===== src/rtl/assert_macros.svh =====
// assertion macros shared by the rtl modules
// expects i_clk and i_rst_n in the scope of each use
`ifndef ASSERT_MACROS_SVH
`define ASSERT_MACROS_SVH

// implication checked on every rising edge outside reset
`define ASSERT_IMPL(lbl, ante, cons, msg) \
    lbl: assert property (@(posedge i_clk) disable iff (!i_rst_n) (ante) |-> (cons)) \
        else $error(msg);

// implication with the consequent in the next cycle
`define ASSERT_NEXT(lbl, ante, cons, msg) \
    lbl: assert property (@(posedge i_clk) disable iff (!i_rst_n) (ante) |=> (cons)) \
        else $error(msg);

`endif


===== src/rtl/pmsm_sqrt.sv =====
// pipelined integer square root, two radicand bits per stage, with sideband
// depends on assert_macros.svh
`include "assert_macros.svh"

module pmsm_sqrt #(
    parameter int RW  = 32,
    parameter int SBW = 8
) (
    input  logic            i_clk,
    input  logic            i_rst_n,
    input  logic            i_en,
    input  logic            i_valid,
    input  logic [2*RW-1:0] i_x,
    input  logic [SBW-1:0]  i_sb,
    output logic            o_valid,
    output logic [RW-1:0]   o_root,
    output logic [SBW-1:0]  o_sb
);

    logic            r_v    [RW];
    logic [RW+1:0]   r_rem  [RW];
    logic [RW-1:0]   r_root [RW];
    logic [2*RW-1:0] r_x    [RW];
    logic [SBW-1:0]  r_sb   [RW];

    for (genvar k = 0; k < RW; k++) begin : g_stage
        logic            w_v;
        logic [RW+1:0]   w_rem;
        logic [RW-1:0]   w_root;
        logic [2*RW-1:0] w_x;
        logic [SBW-1:0]  w_sb;
        logic [RW+3:0]   w_t;
        logic [RW+3:0]   w_trial;
        logic [RW+3:0]   w_sub;
        logic            w_ge;
        logic [RW+1:0]   n_rem;
        logic [RW-1:0]   n_root;
        logic [2*RW-1:0] n_x;

        if (k == 0) begin : g_first
            assign w_v    = i_valid;
            assign w_rem  = '0;
            assign w_root = '0;
            assign w_x    = i_x;
            assign w_sb   = i_sb;
        end else begin : g_next
            assign w_v    = r_v[k-1];
            assign w_rem  = r_rem[k-1];
            assign w_root = r_root[k-1];
            assign w_x    = r_x[k-1];
            assign w_sb   = r_sb[k-1];
        end

        assign w_t     = {w_rem, w_x[2*RW-1 -: 2]};
        assign w_trial = {2'b00, w_root, 2'b01};
        assign w_sub   = w_t - w_trial;
        assign w_ge    = (w_t >= w_trial);
        assign n_rem   = w_ge ? w_sub[RW+1:0] : w_t[RW+1:0];
        assign n_root  = {w_root[RW-2:0], w_ge};
        assign n_x     = {w_x[2*RW-3:0], 2'b00};

        always_ff @(posedge i_clk) begin
            if (!i_rst_n) begin
                r_v[k] <= 1'b0;
            end else if (i_en) begin
                r_v[k] <= w_v;
            end
        end

        always_ff @(posedge i_clk) begin
            if (i_en) begin
                r_rem[k]  <= n_rem;
                r_root[k] <= n_root;
                r_x[k]    <= n_x;
                r_sb[k]   <= w_sb;
            end
        end
    end

    assign o_valid = r_v[RW-1];
    assign o_root  = r_root[RW-1];
    assign o_sb    = r_sb[RW-1];

    for (genvar k = 0; k < RW; k++) begin : g_chk
        `ASSERT_IMPL(a_rem_bounded, r_v[k], r_rem[k] <= {1'b0, r_root[k], 1'b0},
            "root remainder above twice the root")
    end

endmodule

===== config.mk =====
export PLATFORM = sky130hd
export DESIGN_NAME = pmsm_sqrt
export DESIGN_NICKNAME = d
export VERILOG_FILES = /design/src/rtl/pmsm_sqrt.sv
export VERILOG_INCLUDE_DIRS = /design/src /design/src/rtl
export SDC_FILE = /design/constraint.sdc
export NUM_CORES = 2
export LEC_CHECK = 0
export BUFFER_PORTS_ARGS = -buffer_cell sky130_fd_sc_hd__buf_2
export CAP_MARGIN = 0
export CORE_MARGIN = 3
export CORE_UTILIZATION = 40
export CTS_BUF_LIST = sky130_fd_sc_hd__clkbuf_16
export DETAILED_ROUTE_END_ITERATION = 16
export GPL_TIMING_DRIVEN = 0
export PLACE_DENSITY_LB_ADDON = 0.1
export SLEW_MARGIN = 10
export SYNTH_ARGS = -nofsm -noshare
export SYNTH_HDL_FRONTEND = slang
export SYNTH_MEMORY_MAX_BITS = 65536
export SYNTH_SLANG_ARGS = --single-unit
export TNS_END_PERCENT = 1

===== constraint.sdc =====
create_clock -name i_clk -period 4.05 [get_ports i_clk]
set_input_delay 0.81 -clock i_clk [delete_from_list [all_inputs] [get_ports i_clk]]
set_output_delay 0.81 -clock i_clk [all_outputs]
set_load 0.05 [all_outputs]

==> flow_summary.yaml <==
power_and_ir_drop:
  p_clk_frac: 0.342
  switchingPower_mw: 23.0
  pwr-share-seq: 0.472
  power_density_nw_per_um2: 576
  switching_share: 0.279
  ir_drop_mv: 0.308
  internal_power_mw: 59.5
  power_mw: 82.5
  p_leak_nw: 54.3
  comb_power_share: 0.186
setup_path:
  r2r-end: "r_rem[1][103]"
  startpoint_type: "register"
  path_cells: "inv_1, ha_1, nor2b_1, o21ai_0, a21oi_1, o21a_1, o31ai_1, nand2_1, a21oi_4, clkbuf_1, o21ai_0"
  worst_path_largest_cell_delay_ns: 0.58
  crit_type: "reg2reg"
  cp.arrival_ns: 4.49
  cp-end-kind: "register"
  cp-startpoint: "r_root[18][0]"
  crit_top_cell: "o21ai_0"
  crit_required_ns: 4.63
  critPathMaxFanout: 10
  reg2regPathDepth: 11
  crit_end: "r_rem[1][103]"
  rrSetupSlack_ns: 0.14
  r2r_start: "r_root[18][0]"
  slowest_stage: "clkbuf_1"
clocking:
  cts_tree: "built"
  clock_latency_ns: 0.92
  cts_inserted_buffers: 321
  clock_path_buffers: 4
  clkTransAtPathRegs_ns: 0.06
  clock-sinks: 2811
  clockRootBuffer: "clkbuf_16"
  htree_levels: 5
synthesis:
  ys_seq_area_frac: 0.671
  synth_area_per_cell_um2: 13.4
  synthAdderAreaFrac: 0.0559
  syn-cell-area_um2: 126000
  synth_top_family_by_area: "simple AND/OR/NAND/NOR gates"
  synth-seq-cells: 2811
  synth_cell_types: 92
  synth_cells: 9356
  synth-xor-area-share: 0.0590
  synth_compound_area_frac: 0.0896
  synth-async-reset-ratio: 0
  synth_ff_type: "edfxtp_1"
  synth_warnings: 0
  yosys.area_share.simple: 0.0925
  synthesis.nets: 9994
  synth_edf_count: 2810
  synth_mux_area_frac: 0.00578
finish:
  n_fill_cell: 28000
  syn2layout_area_growth_pct: 13.8
  drive_gt1_frac: 0.0808
  multiInputGateArea_um2: 38300
  layout.nets: 10500
  seq_area_um2: 84400
  fin_cells: 14200
placed_design:
  hpwlAfterDp_um: 194000
  portBuffers: 116
  placedCellCount: 13600
  routabilityCongestion: 0.876
routing:
  dr.pass1.iters: 6
  drt-total-wl_um: 270000
  vias: 73100
  drtAntennaViolNets: 0
  wl_per_cell_um: 19.0
  routed_via_density: 5.13
  drc: 0
  drt_iter0_drc: 5176
timing:
  finalMaxSlewViolations: 0
  setup_tns_ns: 0
  worstMarginPinSlew_ns: 0.975
  fin_crit_sh: 0.967
  slew_headroom: 0.346
  setup_viol: 0
  clock-skew-final_ns: 0.0503
  fin_crit_ns: 3.91
  max_freq_mhz: 255
  hold_viol: 0
  rsz0062_at_grt: "true"
floorplan:
  num_io_pins: 117
  die_w_um: 567
  start_util: 0.403
  fp.dieH_um: 567
  die_area_um2: 321000
  rows: 205
  coreArea_um2: 312000
flow_run:
  maxCapViolations: 0
grt:
  grt_max_degree: 161
  grt_pass1_wl_um: 418000
  gr-total-overflow: 0
  grt_antenna_before_repair: 8
  grt.total_usage: 0.164
  first_global_vias: 73500
worst_hold_path:
  hold_path.class: "in2reg"
  worstHoldStart: "i_x[5]"
outcome:
  status: "finished, final reports clean"
## state kept, by name, indices dropped and copies added (netlist names)
register / cells
r_v: 32
r_root: 528
r_x: 992
r_rem: 1003
r_sb: 256
## power by group through the flow
stage / Sequential [mW] / Clock (mW) / Combinational, mW
after global routing: 39.3 / 30.6 / 17.2
after detailed placement: 39.6 / 0 / 15.2
after floorplan: 38.4 / 0 / 11.1
after CTS: 39.0 / 29.4 / 15.4
final: 38.9 / 28.2 / 15.4
after global placement: 41.3 / 0 / 13.8
## critical path, delay by kind of cell, from the launching register on
kind                       cells  cell delay [ns]
AOI/OAI and AO/OA              6             1.78
adders and majority gates      1             0.26
buffers and inverters          2             0.67
DFF                            1             0.44
and+or+nand+nor                2             0.46
## through the flow
| stage | instance area [um2] | hold WS (ns) | setup slack [ns] | utilization |
|---|---|---|---|---|
| 2_1_floorplan | 126000 | 0.400 | 0.636 | - |
| 3_3_place_gp | 132000 | 0.400 | -43.85 | 0.421 |
| 3_5_place_dp | 132000 | 0.405 | -1.32 | 0.423 |
| 4_1_cts | 143000 | 0.000104 | -0.0662 | 0.457 |
| 5_1_grt | 143000 | 0.0180 | -0.0944 | 0.458 |
| 6_report | 143000 | 0.0955 | 0.135 | 0.458 |
## repair_timing
action                     CTS  global route
hold buffers                17             0
buffers inserted             2             0
hold endpoints to repair    17             0
gates resized for setup     57            65
cloned                       0             2
pin swaps                    1             2
setup endpoints to repair  379           678
## how the worst min path moves through the flow
stage	cells after the start	to	slack [ns]
global placement	0	r_x[1][355]	0.40
CTS	1	r_x[0][5]	0.0001
floorplan	0	r_sb[10][0]	0.40
detailed placement	0	r_sb[12][6]	0.40
global route	1	r_x[0][2]	0.02
finish	1	r_x[0][5]	0.1
## cells in the mapped netlist, types with 15 or more instances
cell      instances  area [um2]
or3_1            78         488
o211ai_1         37         278
nor4_1          123         769
o21ai_0         505        2530
a211oi_1         50         375
a21o_1          280        2100
nor2b_1          85         532
ha_1            562        7030
nand4_1         103         644
nand2_1         678        2540
or2_2            56         350
inv_1           700        2630
o21bai_1         43         323
nand4b_1         15         131
a21oi_1         529        2650
xnor2_1         425        3720
nand3_1         137         686
nand3b_1         20         150
o31ai_1          60         450
nor2_1          524        1970
a21boi_0         20         150
nor3_1          220        1100
edfxtp_1       2810       84400
or4_1            59         443
a31oi_1          36         225
and2_1           20         125
mux2_2           53         597
xor2_1          423        3700
clkbuf_1        167         627
o21a_1           98         736
nor3b_1          23         173
and3_1           80         500
nand2b_1        104         651
## layout make-up
type | instances | share of cell area
timing repair buffer | 158 | 0.00984
tap | 4140 | 0.0362
antenna | 4 | 0.0000699
multi-input combinational | 5664 | 0.268
inverter | 701 | 0.0184
clock buffer | 326 | 0.0570
buffer | 179 | 0.00523
sequential | 2811 | 0.590
clock inverter | 254 | 0.0157
## routing by layer
layer | vias up | track usage | share of wire
li1 | 35700 | - | -
met1 | 35700 | 0.209 | 0.44
met2 | 1258 | 0.286 | 0.50
met3 | 478 | 0.0244 | 0.037
met4 | 2 | 0.0510 | 0.030
met5 | - | 0 | 0.000074
## layout by cell type, fill, tap and decap left out, types with 85 or more instances in the layout
master / count
clkbuf_1: 130
nand2_1: 677
edfxtp_1: 2810
nand4_1: 103
nor4_1: 120
ha_1: 562
o21ai_0: 498
o21a_1: 98
nand3_1: 137
buf_2: 125
nand2b_1: 103
nor2_1: 524
xor2_1: 423
clkbuf_16: 328
nor2b_1: 85
nor3_1: 216
xnor2_1: 425
inv_1: 758
a21o_1: 280
a21oi_1: 523
## cells by family (layout without fill, tap and decap cells)
kind of cell | Yosys count | count (layout)
adders and majority gates | 562 | 562
DFF | 2811 | 2811
AOI/OAI and AO/OA | 1821 | 1821
xor gates and xnor gates | 848 | 848
other | 1 | 5
muxes | 66 | 66
buffers and inverters | 881 | 1618
and+or+nand+nor | 2366 | 2366
Note: power is estimated with default switching activity, not from simulation.
